[config.mk]
export PLATFORM = sky130hd
export DESIGN_NAME = approx_read_overlap_select_flat
export DESIGN_NICKNAME = d
export VERILOG_FILES = /design/src/rtl/aros_pkg.sv /design/src/rtl/aros_if.sv /design/src/rtl/approx_read_overlap_select.sv /design/src/rtl/aros_ctrl.sv /design/src/rtl/aros_dp.sv /design/src/flat_wrapper.sv
export SDC_FILE = /design/constraint.sdc
export NUM_CORES = 1
export LEC_CHECK = 0
export BUFFER_PORTS_ARGS = -buffer_cell sky130_fd_sc_hd__buf_2
export CAP_MARGIN = 20
export CORE_MARGIN = 2
export CORE_UTILIZATION = 35
export DETAILED_ROUTE_END_ITERATION = 10
export MAX_ROUTING_LAYER = met4
export PLACE_DENSITY = 0.46
export SETUP_SLACK_MARGIN = 0.15
export SLEW_MARGIN = 20
export SYNTH_ARGS = -nofsm -noshare
export SYNTH_HDL_FRONTEND = slang
export SYNTH_SLANG_ARGS = --single-unit
export TNS_END_PERCENT = 100
[constraint.sdc]
create_clock -name clock -period 8.2 [get_ports clock]
set_clock_uncertainty 0.1 [all_clocks]
set_input_delay 1.64 -clock clock [delete_from_list [all_inputs] [get_ports clock]]
set_output_delay 1.64 -clock clock [all_outputs]
set_load 0.02 [all_outputs]
[src/rtl/aros_pkg.sv]
// aros_pkg: shared constants, field widths and controller/datapath structs
// for the approximate read overlap selector; no dependencies
`default_nettype none

package aros_pkg;

   localparam int READ_LEN_DEF   = 100;
   localparam int MAX_SHIFTS_DEF = 12;

   localparam int BASE_W  = 8;
   localparam int CID_W   = 12;
   localparam int CNT_W   = 7;
   localparam int VAL_W   = 8;
   localparam int IDX_W   = 13;
   localparam int LIMIT_W = 7;

   localparam logic [LIMIT_W-1:0] LIMIT_RESET = 7'd2;
   localparam logic [CNT_W-1:0]   CNT_MAX     = 7'h7F;

   localparam logic CMD_REF  = 1'b0;
   localparam logic CMD_CAND = 1'b1;

   // controller to datapath
   typedef struct packed {
      logic idle;   // ready for an item
      logic rd;     // issue reference read for current shift
      logic cmp;    // compare and update current shift counter
      logic fin;    // publish result and update running best
   } aros_cmd_type;

   // datapath to controller
   typedef struct packed {
      logic cand_go;     // candidate item offered
      logic last_shift;  // current shift is the final one
      logic last_item;   // latched item ends its read
      logic out_free;    // result register can take a new item
   } aros_sts_type;

endpackage

`default_nettype wire

[src/rtl/aros_if.sv]
// aros channel interfaces: request, response and csr write channels
// depends on aros_pkg for field widths
`default_nettype none

interface aros_req_if import aros_pkg::*; ();
   logic              valid;
   logic              ready;
   logic              cmd;
   logic [BASE_W-1:0] base;
   logic [CID_W-1:0]  candidate_id;
   logic              last_base;

   modport source (output valid, cmd, base, candidate_id, last_base, input ready);
   modport sink   (input valid, cmd, base, candidate_id, last_base, output ready);
endinterface

interface aros_rsp_if import aros_pkg::*; ();
   logic                     valid;
   logic                     ready;
   logic                     candidate_found;
   logic signed [VAL_W-1:0]  candidate_value;
   logic signed [IDX_W-1:0]  best_index;
   logic signed [VAL_W-1:0]  best_value;

   modport source (output valid, candidate_found, candidate_value, best_index, best_value,
                   input ready);
   modport sink   (input valid, candidate_found, candidate_value, best_index, best_value,
                   output ready);
   modport mon    (input valid, ready, candidate_found, candidate_value, best_index,
                   best_value);
endinterface

interface aros_csr_if import aros_pkg::*; ();
   logic               valid;
   logic               ready;
   logic [LIMIT_W-1:0] data;

   modport source (output valid, data, input ready);
   modport sink   (input valid, data, output ready);
endinterface

`default_nettype wire

[src/rtl/approx_read_overlap_select.sv]
// approx_read_overlap_select: top level, sequencer plus datapath
// depends on aros_pkg, aros_if, aros_ctrl and aros_dp
//
//   channel   dir   handshake            payload
//   req_ch    in    valid / ready        cmd, base, candidate_id, last_base
//   rsp_ch    out   valid / ready        candidate_found, candidate_value,
//                                        best_index, best_value
//   csr_ch    in    valid / ready (=1)   data (mismatch_limit, 7 bits)
//
// a reference base (cmd 0) is taken in the idle state; a candidate base walks
// S = min(MAX_SHIFTS, READ_LEN) shifts, paced by the one read port of
// the reference memory (address then compare for each shift); the last
// base of a candidate adds a publish state for the result
// reset is synchronous and active high; the reference memory is not cleared
// a stalled rsp_ch holds its item; the next candidate base is still taken
// and worked on, and only the following publish waits for the slot
`default_nettype none

module approx_read_overlap_select import aros_pkg::*; #(
   parameter int READ_LEN   = READ_LEN_DEF,
   parameter int MAX_SHIFTS = MAX_SHIFTS_DEF
) (
   input  wire logic  clock,
   input  wire logic  reset,
   aros_req_if.sink   req_ch,
   aros_rsp_if.source rsp_ch,
   aros_csr_if.sink   csr_ch
);

   // command and status between sequencer and datapath
   aros_cmd_type cmd;
   aros_sts_type sts;

   // sequencer: idle, then address/compare per shift, then publish after a last base
   aros_ctrl u_ctrl (
      .clock (clock),
      .reset (reset),
      .sts   (sts),
      .cmd   (cmd)
   );

   // datapath: reference memory, mismatch counters, running best
   aros_dp #(
      .READ_LEN   (READ_LEN),
      .MAX_SHIFTS (MAX_SHIFTS)
   ) u_dp (
      .clock  (clock),
      .reset  (reset),
      .req_ch (req_ch),
      .rsp_ch (rsp_ch),
      .csr_ch (csr_ch),
      .cmd    (cmd),
      .sts    (sts)
   );

endmodule

`default_nettype wire

[src/rtl/aros_ctrl.sv]
// aros_ctrl: sequencer that walks the shifts for each candidate base
// depends on aros_pkg for the command and status structs
`default_nettype none

module aros_ctrl import aros_pkg::*; (
   input  wire logic         clock,
   input  wire logic         reset,
   input  wire aros_sts_type sts,
   output aros_cmd_type      cmd
);

   localparam logic [1:0] S_IDLE = 2'd0;
   localparam logic [1:0] S_ADDR = 2'd1;
   localparam logic [1:0] S_CMP  = 2'd2;
   localparam logic [1:0] S_FIN  = 2'd3;

   logic [1:0] state_ff;
   logic [1:0] state_in;

   always_comb begin
      state_in = state_ff;
      case (state_ff)
         S_IDLE: begin
            if (sts.cand_go) state_in = S_ADDR;
         end
         S_ADDR: begin
            state_in = S_CMP;
         end
         S_CMP: begin
            if (sts.last_shift) state_in = sts.last_item ? S_FIN : S_IDLE;
            else                state_in = S_ADDR;
         end
         S_FIN: begin
            if (sts.out_free) state_in = S_IDLE;
         end
         default: begin
            state_in = S_IDLE;
         end
      endcase
   end

   always_ff @(posedge clock) begin
      if (reset) state_ff <= S_IDLE;
      else       state_ff <= state_in;
   end

   always_comb begin
      cmd.idle = (state_ff == S_IDLE);
      cmd.rd   = (state_ff == S_ADDR);
      cmd.cmp  = (state_ff == S_CMP);
      cmd.fin  = (state_ff == S_FIN) && sts.out_free;
   end

endmodule

`default_nettype wire

[src/rtl/aros_dp.sv]
// aros_dp: reference memory, shift mismatch counters, running best and
// result register; depends on aros_pkg and the aros channel interfaces
`default_nettype none

module aros_dp import aros_pkg::*; #(
   parameter int READ_LEN   = READ_LEN_DEF,
   parameter int MAX_SHIFTS = MAX_SHIFTS_DEF
) (
   input  wire logic         clock,
   input  wire logic         reset,
   aros_req_if.sink          req_ch,
   aros_rsp_if.source        rsp_ch,
   aros_csr_if.sink          csr_ch,
   input  wire aros_cmd_type cmd,
   output aros_sts_type      sts
);

   localparam int NUM_SHIFTS = (MAX_SHIFTS < READ_LEN) ? MAX_SHIFTS : READ_LEN;
   localparam int PW = $clog2(READ_LEN + 1);
   localparam int AW = $clog2(READ_LEN);
   localparam int KW = (NUM_SHIFTS > 1) ? $clog2(NUM_SHIFTS) : 1;
   localparam int VW = $clog2(READ_LEN) + 1;

   localparam logic [PW-1:0]        LEN_P   = PW'(READ_LEN);
   localparam logic [PW:0]          LEN_R   = (PW + 1)'(READ_LEN);
   localparam logic [KW-1:0]        LAST_K  = KW'(NUM_SHIFTS - 1);
   localparam logic signed [VW-1:0] TOP_VAL = VW'(READ_LEN - 1);

   logic [BASE_W-1:0] mem_ff [READ_LEN];
   logic [BASE_W-1:0] rd_data_ff;
   logic              rd_ok_ff;

   logic [PW-1:0]     pos_ff, pos_in;
   logic [PW-1:0]     cur_pos_ff;
   logic              upd_ff;
   logic [BASE_W-1:0] base_ff;
   logic [CID_W-1:0]  cid_ff;
   logic              last_ff;

   logic [KW-1:0]     k_ff;
   logic [CNT_W-1:0]  cnt_ff [NUM_SHIFTS];
   logic              found_ff;
   logic [KW-1:0]     kfound_ff;
   logic [LIMIT_W-1:0] limit_ff;

   logic signed [IDX_W-1:0] best_idx_ff, best_idx_in;
   logic signed [VW-1:0]    best_val_ff, best_val_in;

   logic                    rsp_valid_ff;
   logic                    rsp_found_ff;
   logic signed [VAL_W-1:0] rsp_value_ff;
   logic signed [IDX_W-1:0] rsp_idx_ff;
   logic signed [VAL_W-1:0] rsp_best_ff;

   logic              accept;
   logic              is_ref;
   logic              pos_in_range;
   logic [PW:0]       r_sum;
   logic              r_ok;
   logic [AW-1:0]     rd_addr;
   logic [CNT_W-1:0]  cnt_cur;
   logic              inc;
   logic [CNT_W-1:0]  cnt_new;
   logic signed [VW-1:0] val_full;
   logic              take_best;

   assign req_ch.ready = cmd.idle;
   assign csr_ch.ready = 1'b1;

   assign accept       = req_ch.valid && req_ch.ready;
   assign is_ref       = (req_ch.cmd == CMD_REF);
   assign pos_in_range = (pos_ff < LEN_P);

   // reference index for the current shift
   assign r_sum   = {1'b0, cur_pos_ff} + (PW + 1)'(k_ff);
   assign r_ok    = (r_sum < LEN_R);
   assign rd_addr = r_ok ? r_sum[AW-1:0] : '0;

   assign cnt_cur = cnt_ff[k_ff];
   assign inc     = upd_ff && rd_ok_ff && (rd_data_ff != base_ff) && (cnt_cur != CNT_MAX);
   assign cnt_new = cnt_cur + CNT_W'(inc);

   assign val_full    = found_ff ? (TOP_VAL - VW'(kfound_ff)) : '1;
   assign take_best   = found_ff && (val_full >= best_val_ff);
   assign best_idx_in = take_best ? IDX_W'({1'b0, cid_ff}) : best_idx_ff;
   assign best_val_in = take_best ? val_full : best_val_ff;

   always_comb begin
      pos_in = pos_ff;
      if (accept) begin
         if (is_ref && req_ch.last_base) pos_in = '0;
         else if (pos_in_range)          pos_in = pos_ff + PW'(1);
      end else if (cmd.fin) begin
         pos_in = '0;
      end
   end

   // reference store, no reset: entries are undefined until loaded
   always_ff @(posedge clock) begin
      if (accept && is_ref && pos_in_range) mem_ff[pos_ff[AW-1:0]] <= req_ch.base;
      if (cmd.rd) begin
         rd_data_ff <= mem_ff[rd_addr];
         rd_ok_ff   <= r_ok;
      end
   end

   always_ff @(posedge clock) begin
      if (accept) begin
         base_ff    <= req_ch.base;
         cid_ff     <= req_ch.candidate_id;
         last_ff    <= req_ch.last_base;
         cur_pos_ff <= pos_ff;
         upd_ff     <= pos_in_range;
      end
      if (cmd.cmp && !found_ff && (cnt_new <= limit_ff)) kfound_ff <= k_ff;
      if (cmd.fin) begin
         rsp_found_ff <= found_ff;
         rsp_value_ff <= VAL_W'(val_full);
         rsp_idx_ff   <= best_idx_in;
         rsp_best_ff  <= VAL_W'(best_val_in);
      end
   end

   always_ff @(posedge clock) begin
      if (reset) begin
         pos_ff       <= '0;
         k_ff         <= '0;
         found_ff     <= 1'b0;
         limit_ff     <= LIMIT_RESET;
         best_idx_ff  <= '1;
         best_val_ff  <= '1;
         rsp_valid_ff <= 1'b0;
         for (int i = 0; i < NUM_SHIFTS; i++) cnt_ff[i] <= '0;
      end else begin
         pos_ff <= pos_in;
         if (csr_ch.valid) limit_ff <= csr_ch.data;

         if (accept) begin
            k_ff     <= '0;
            found_ff <= 1'b0;
            if (is_ref) begin
               best_idx_ff <= '1;
               best_val_ff <= '1;
               for (int i = 0; i < NUM_SHIFTS; i++) cnt_ff[i] <= '0;
            end
         end

         if (cmd.cmp) begin
            cnt_ff[k_ff] <= cnt_new;
            if (cnt_new <= limit_ff) found_ff <= 1'b1;
            if (k_ff != LAST_K) k_ff <= k_ff + KW'(1);
         end

         if (cmd.fin) begin
            best_idx_ff  <= best_idx_in;
            best_val_ff  <= best_val_in;
            rsp_valid_ff <= 1'b1;
            for (int i = 0; i < NUM_SHIFTS; i++) cnt_ff[i] <= '0;
         end else if (rsp_ch.ready) begin
            rsp_valid_ff <= 1'b0;
         end
      end
   end

   assign rsp_ch.valid           = rsp_valid_ff;
   assign rsp_ch.candidate_found = rsp_found_ff;
   assign rsp_ch.candidate_value = rsp_value_ff;
   assign rsp_ch.best_index      = rsp_idx_ff;
   assign rsp_ch.best_value      = rsp_best_ff;

   always_comb begin
      sts.cand_go    = req_ch.valid && (req_ch.cmd == CMD_CAND);
      sts.last_shift = (k_ff == LAST_K);
      sts.last_item  = last_ff;
      sts.out_free   = !rsp_valid_ff || rsp_ch.ready;
   end

endmodule

`default_nettype wire

[src/flat_wrapper.sv]
// flat-port wrapper written by rule: the top's interface ports become plain ports
module approx_read_overlap_select_flat import aros_pkg::*;
#(
   parameter int READ_LEN   = READ_LEN_DEF,
   parameter int MAX_SHIFTS = MAX_SHIFTS_DEF
)
  (clock, reset, req_ch_valid, req_ch_cmd, req_ch_base, req_ch_candidate_id, req_ch_last_base, req_ch_ready, rsp_ch_valid, rsp_ch_candidate_found, rsp_ch_candidate_value, rsp_ch_best_index, rsp_ch_best_value, rsp_ch_ready, csr_ch_valid, csr_ch_data, csr_ch_ready);
  aros_req_if req_ch_i ();
  aros_rsp_if rsp_ch_i ();
  aros_csr_if csr_ch_i ();
  input  wire logic clock;
  input  wire logic reset;
  input wire logic [$bits(req_ch_i.valid)-1:0] req_ch_valid;
  input wire logic [$bits(req_ch_i.cmd)-1:0] req_ch_cmd;
  input wire logic [$bits(req_ch_i.base)-1:0] req_ch_base;
  input wire logic [$bits(req_ch_i.candidate_id)-1:0] req_ch_candidate_id;
  input wire logic [$bits(req_ch_i.last_base)-1:0] req_ch_last_base;
  output wire logic [$bits(req_ch_i.ready)-1:0] req_ch_ready;
  output wire logic [$bits(rsp_ch_i.valid)-1:0] rsp_ch_valid;
  output wire logic [$bits(rsp_ch_i.candidate_found)-1:0] rsp_ch_candidate_found;
  output wire logic [$bits(rsp_ch_i.candidate_value)-1:0] rsp_ch_candidate_value;
  output wire logic [$bits(rsp_ch_i.best_index)-1:0] rsp_ch_best_index;
  output wire logic [$bits(rsp_ch_i.best_value)-1:0] rsp_ch_best_value;
  input wire logic [$bits(rsp_ch_i.ready)-1:0] rsp_ch_ready;
  input wire logic [$bits(csr_ch_i.valid)-1:0] csr_ch_valid;
  input wire logic [$bits(csr_ch_i.data)-1:0] csr_ch_data;
  output wire logic [$bits(csr_ch_i.ready)-1:0] csr_ch_ready;
  assign req_ch_i.valid = req_ch_valid;
  assign req_ch_i.cmd = req_ch_cmd;
  assign req_ch_i.base = req_ch_base;
  assign req_ch_i.candidate_id = req_ch_candidate_id;
  assign req_ch_i.last_base = req_ch_last_base;
  assign req_ch_ready = req_ch_i.ready;
  assign rsp_ch_valid = rsp_ch_i.valid;
  assign rsp_ch_candidate_found = rsp_ch_i.candidate_found;
  assign rsp_ch_candidate_value = rsp_ch_i.candidate_value;
  assign rsp_ch_best_index = rsp_ch_i.best_index;
  assign rsp_ch_best_value = rsp_ch_i.best_value;
  assign rsp_ch_i.ready = rsp_ch_ready;
  assign csr_ch_i.valid = csr_ch_valid;
  assign csr_ch_i.data = csr_ch_data;
  assign csr_ch_ready = csr_ch_i.ready;
  approx_read_overlap_select #(.READ_LEN(READ_LEN), .MAX_SHIFTS(MAX_SHIFTS)) u_core (.clock(clock), .reset(reset), .req_ch(req_ch_i), .rsp_ch(rsp_ch_i), .csr_ch(csr_ch_i));
endmodule
Word-level counts from Yosys, hierarchy flattened
Memory sizes are Yosys's and may differ from the RTL's. A register that Yosys moved wholly into a read port is not among the register bits.
Index checks and enable logic that the tools add are counted.

word-level totals
  memory bits (writable) = 884
  input bits = 34
  memories = 2
  flip-flop bits (word level) = 107
  ROM bits = 0
  bits in latches = 0
  logic and storage cells = 157

operators by class
  add/sub/neg operators = 5
  muxes and demuxes = 69
  reductions and logical operators = 22
  bitwise operators = 25
  divide/modulo/power cells = 0
  equality and inequality tests = 11
  $lt $le $gt $ge = 4
  multiply operators = 0
  shift-type cells = 0

memory list
  memory              depth  bits a word  rd ports  clocked after memory_dff  wr ports  RTL line       text
  u_core.u_dp.mem_ff  100    8            1         1                         1         aros_dp.sv:29  logic [BASE_W-1:0] mem_ff [READ_LEN];
  u_core.u_dp.cnt_ff  12     7            1         1                         12        aros_dp.sv:41  logic [CNT_W-1:0] cnt_ff [NUM_SHIFTS];

operators by type and width
  cell                   number
  $mux W7                30
  $mux W13               4
  $mux W8                5
  $or A1 B1 Y1           24
  $mux W1                20
  $mux W4                5
  $logic_and A1 B1 Y1    12
  $add A7 B4 Y8          1
  $ge A8 B8 Y1           1
  $lt A8 B7 Y1 const B   1
  $mux W2                4
  $ne A8 B8 Y1           1
  $pmux W2 S4            1
  $sub A7 B4 Y8 const A  1
  $add A7 B1 Y7          1
  $add A7 B1 Y7 const B  1
  $le A7 B7 Y1           1
  $lt A7 B7 Y1 const B   1
  $ne A7 B7 Y1 const B   1
  $reduce_or A7 Y1       1
  $reduce_and A2 Y1      3
  $add A4 B1 Y4 const B  1
  $eq A2 B2 Y1 const B   2
  $eq A4 B4 Y1 const B   1
  other kinds (10)       13

Logic depth before layout (Yosys ltp)
  depth in word-level cells = 8
  mapped depth = 22

Cells and area by module
From an unflattened synthesis, not the netlist that was laid out.

second synthesis, totals
  cells, all modules = 2854
  area total of the unflattened synthesis = 41431.0 µm²

modules (own cells, without submodules)
  module     sequential area each (µm²)  cells each  area an instance (µm²)  times used
  aros_dp    30339.1                     2841        41303.4                 1
  aros_ctrl  40.0                        13          127.6                   1

Worst setup path after synthesis
Ideal clock, no wire load.

  path type = register to register
  from = reg, netlist name u_core.u_dp.k_ff[0]
  to = reg u_core.u_dp.kfound_ff[0] (enable)
  stages on the path, launching flop included = 23
  buffers on the path = 4
  clock period less this slack = 5.651 ns
  data arrival time = 5.221 ns
  setup slack = 2.549 ns
  path through = dfxtp_1 -> buf_1 -> buf_2 -> buf_2 -> mux4_2 -> mux4_2 -> nand3_1 -> o2111a_1 -> ha_1 -> xnor2_1 -> clkbuf_1 -> inv_1 -> ha_1 -> nor2b_1 -> o21ai_0 -> nand2b_1 -> a21oi_1 -> nor2b_1 -> o21ai_0 -> nand2b_1 -> a21oi_1 -> o21ai_0 -> nor2_1

RTL lines
  element               RTL line        text
  end signal, assigned  aros_dp.sv:115  if (cmd.cmp && !found_ff && (cnt_new <= limit_ff)) kfound_ff <= k_ff;
  end, declared         aros_dp.sv:43   logic [KW-1:0] kfound_ff;

Final worst setup path
  from = reg u_core.u_dp.k_ff[0]
  to = reg u_core.u_dp.rd_data_ff[1], read port of u_core.u_dp.mem_ff, data pin

on the way
  word-level cells in the longest chain between the ends = 3

RTL lines
  element                 RTL line        text
  start, declared         aros_dp.sv:40   logic [KW-1:0] k_ff;
  start signal, assigned  aros_dp.sv:151  if (k_ff != LAST_K) k_ff <= k_ff + KW'(1);
  $add A7 B4 Y8 (*)       aros_dp.sv:75   assign r_sum = {1'b0, cur_pos_ff} + (PW + 1)'(k_ff);
  $lt A8 B7 Y1            aros_dp.sv:76   assign r_ok = (r_sum < LEN_R);
  $mux W7 (*)             aros_dp.sv:77   assign rd_addr = r_ok ? r_sum[AW-1:0] : '0;
  end, declared           aros_dp.sv:30   logic [BASE_W-1:0] rd_data_ff;

Every way passes the cells marked *; elsewhere a longest branch is shown, timed or not.
A chain may end at the register's enable or synchronous reset.

==> flow_metrics.tcl <==
set metrics [dict create \
    status "complete, no violations" \
    finalSetupViolations 0 \
    std_cell_rows 126 \
    dpl_cell_area_mm2 0.04375 \
    path_class "reg -> reg" \
    cp_max_fo 39 \
    path_clk_slew_ns 0.06 \
    detail_route.first_pass.iterations 6 \
    num_vias 24990 \
    synth_edf_count 983 \
    routed_wl_um 124600 \
    worstPathRequired_ns 8.56 \
    busiest_layer "met2" \
    vias_per_cell 5.523 \
    use_met1_pct 28.58 \
    hold_path_class "reg -> reg" \
    cts_buffer_depth 3 \
    crit_slowest_cell "dfxtp_2" \
    timing.max_cap.violations 0 \
    crit_path_start_kind "register" \
    postCtsHoldBufs 0 \
    tns_ns 0 \
    gp_congestion 0.8524 \
    grt_util_met3_pct 2.789 \
    yosys_warnings 0 \
    clock-sinks 1026 \
    cp_data_arrival_time_ns 6.60 \
    die_y_um 349.1 \
    fp.coreArea_mm2 0.1181 \
    final_area_mm2 0.04750 \
    max_slew.worst_pin.slew_ns 1.073 \
    grt_util_met2_pct 33.22 \
    synthCells 2823 \
    rsz0062_at_grt "false" \
    grt_pass1_wl_um 179600 \
    ir_drop_v 0.0001663 \
    antenna_found_initial 5 \
    synth_most_common_cell "edfxtp_1" \
    worstSkewPairLatency_ns 0.72 \
    grt_pass1_vias 24770 \
    power.density_mw_per_mm2 248.6 \
    wl_per_cell_um 27.55 \
    synthArstFlopShare_pct 0 \
    grt.total_usage_pct 20.91 \
    synth_top_area_share_pct 70.80 \
    area_delta_synth_final_pct 13.93 \
    fin_crit_ns 6.240 \
    yosys_most_used_dff "edfxtp_1" \
    cts-root-buf "clkbuf_16" \
    syn_avg_cell_area_um2 14.77 \
    fmax_mhz 160.2 \
    rr_worst_depth 16 \
    period_share_pct 76.10 \
    overflow 0 \
    synthTopCellsByArea "edfxtp_1, nand2_1, mux2i_1" \
    finalHoldViolCount 0 \
    critical_path.top_delay_family "simple AND/OR/NAND/NOR gates" \
    drive_gt1_share_pct 13.70 \
    ys_ff_latch 1026 \
    die_w_um 349.1 \
    cts_setup_buffers 0 \
    synth_common_cells "edfxtp_1, nand2_1, nor2_1" \
    ant_nets 0 \
    grt_max_degree 120 \
    relSlewSlack_pct 28.46 \
    drv_slew 0 \
    dieArea_mm2 0.1219 \
    dpl.hpwl_um 75900 \
    initial_utilization_pct 35.31 \
    nets 2950 \
    cp_num_cells 16 \
    max_stage_delay_ns 0.76 \
    syn_area_mm2 0.04169 \
    ctsHtreeMaxLevel 3 \
    first_iter_violations 2455 \
    drc 0 \
    end_kind "register" \
    io_buffers 64 \
    cts_tree "yes" \
    yosysSeqAreaShare_pct 72.87 \
    ios 67 \
    yosys.cell_types.count 79 \
    cp_num_buf_inv 3 \
    post_cts_resize_count 0 \
    p_leak_nw 15.69 \
    numCtsBuffers 113 \
    crit_chain "ha_4, inv_1, fa_1, nand2b_1, a21oi_1, xnor2_1, a2111o_1, nand3_2, inv_2, nand2_2, buf_4, o221ai_1, and3_1, a211oi_1, or4_1, nand3_1" \
    holdPathStages 2 \
    synth_area_leader_cell "edfxtp_1" \
    nFillCells 10840 \
]
layer usage:
metal  routed length (µm)  vias up
met3                 7445      146
met2                59490      887
met4                 2208        0
li1                     -    10990
met5                    0        -
met1                55480    12970
cells in the final DEF (no fill, tap or decap), drive strengths merged, types with 19 or more instances in the layout:
| cell | Yosys | routed |
|---|---|---|
| a21oi | 69 | 69 |
| clkbuf | 90 | 139 |
| a211oi | 20 | 20 |
| ha | 26 | 26 |
| o21ai | 51 | 51 |
| clkinv | 1 | 52 |
| xor2 | 19 | 19 |
| nor2 | 255 | 255 |
| edfxtp | 983 | 983 |
| mux4 | 56 | 56 |
| mux2 | 28 | 28 |
| nor3 | 20 | 20 |
| dfxtp | 43 | 43 |
| inv | 36 | 38 |
| a31oi | 63 | 63 |
| mux2i | 145 | 145 |
| o221ai | 30 | 30 |
| nand2 | 405 | 405 |
| and3 | 20 | 20 |
| buf | 81 | 121 |
| nand3 | 127 | 127 |
metrics by stage:
| stage | power (W) | hold slack [ns] | utilization, % | instances | setup WS, ns |
|---|---|---|---|---|---|
| floorplan | 0.006430 | 0.3064 | - | 2824 | 2.549 |
| global placement | 0.006837 | 0.3360 | 37.05 | 4310 | 2.015 |
| detailed placement | 0.006840 | 0.3354 | 37.05 | 4310 | 1.970 |
| CTS | 0.01191 | 0.3451 | 40.21 | 4522 | 1.918 |
| global route | 0.01217 | 0.3781 | 40.23 | 4523 | 1.568 |
| finish | 0.01181 | 0.3384 | 40.23 | 4524 | 1.960 |
sequential cells by signal, summed over array words and instances, names as in the netlist, 7 cells and up:
signal and count:
u_core.u_dp.rd_data_ff 8, u_core.u_dp.cur_pos_ff 7, u_core.u_dp.cid_ff 12, u_core.u_dp.limit_ff 7, u_core.u_dp.rsp_ch.best_index 13, u_core.u_dp.rsp_ch.candidate_value 7, u_core.u_dp.base_ff 8, u_core.u_dp.mem_ff 800
u_core.u_dp.cnt_ff 112, u_core.u_dp.best_val_ff 8, u_core.u_dp.rsp_ch.best_value 8, u_core.u_dp.best_idx_ff 13, u_core.u_dp.pos_ff 7
kinds of logic after synthesis:
| logic type | after synthesis | share of synthesized area (%) |
|---|---|---|
| other | 1 | 0.008995 |
| xor gates and xnor gates | 26 | 0.5462 |
| AOI/OAI and AO/OA | 400 | 6.954 |
| DFF | 1026 | 72.87 |
| muxes | 229 | 7.263 |
| and+or+nand+nor | 906 | 9.354 |
| buffers and inverters | 208 | 2.179 |
| adders and majority gates | 27 | 0.8283 |
worst reg2reg max path, stage by stage (launching register included):
cell and delay, ns:
dfxtp_2 0.76, ha_4 0.23, inv_1 0.05, fa_1 0.57
nand2b_1 0.26, a21oi_1 0.18, xnor2_1 0.19, a2111o_1 0.46
nand3_2 0.23, inv_2 0.29, nand2_2 0.61, buf_4 0.58
o221ai_1 0.32, and3_1 0.23, a211oi_1 0.60, or4_1 0.23
nand3_1 0.08
area by class of cell:
class                   instances  area [µm²]  area share, %
clock inverters                73       734.5          1.546
clock buffers                 139        2997          6.309
flip-flops and latches       1026       30380          63.96
repair buffers                121       805.8          1.696
diodes                          2       5.005        0.01054
inverters                      37       138.9         0.2924
multi-input cells            1590       10520          22.14
well taps                    1536        1922          4.046
report_power, final:
group	internal (W)	switching [W]	leakage [nW]
logic	0.000257	0.000662	4.55
registers	0.00579	0.0000198	9.33
clock network	0.00295	0.00214	1.81
worst paths after layout:
| kind | from | to | slack, ns |
|---|---|---|---|
| setup / recovery | u_core.u_dp.k_ff[0] | u_core.u_dp.rd_data_ff[1] | 1.96 |
| hold / removal | u_core.u_dp.best_idx_ff[12] | u_core.u_dp.best_idx_ff[12] | 0.34 |
| setup reg to reg | u_core.u_dp.k_ff[0] | u_core.u_dp.rd_data_ff[1] | 1.96 |
| hold reg to reg | u_core.u_dp.best_idx_ff[12] | u_core.u_dp.best_idx_ff[12] | 0.34 |
Note: power is estimated with default switching activity, not from simulation.
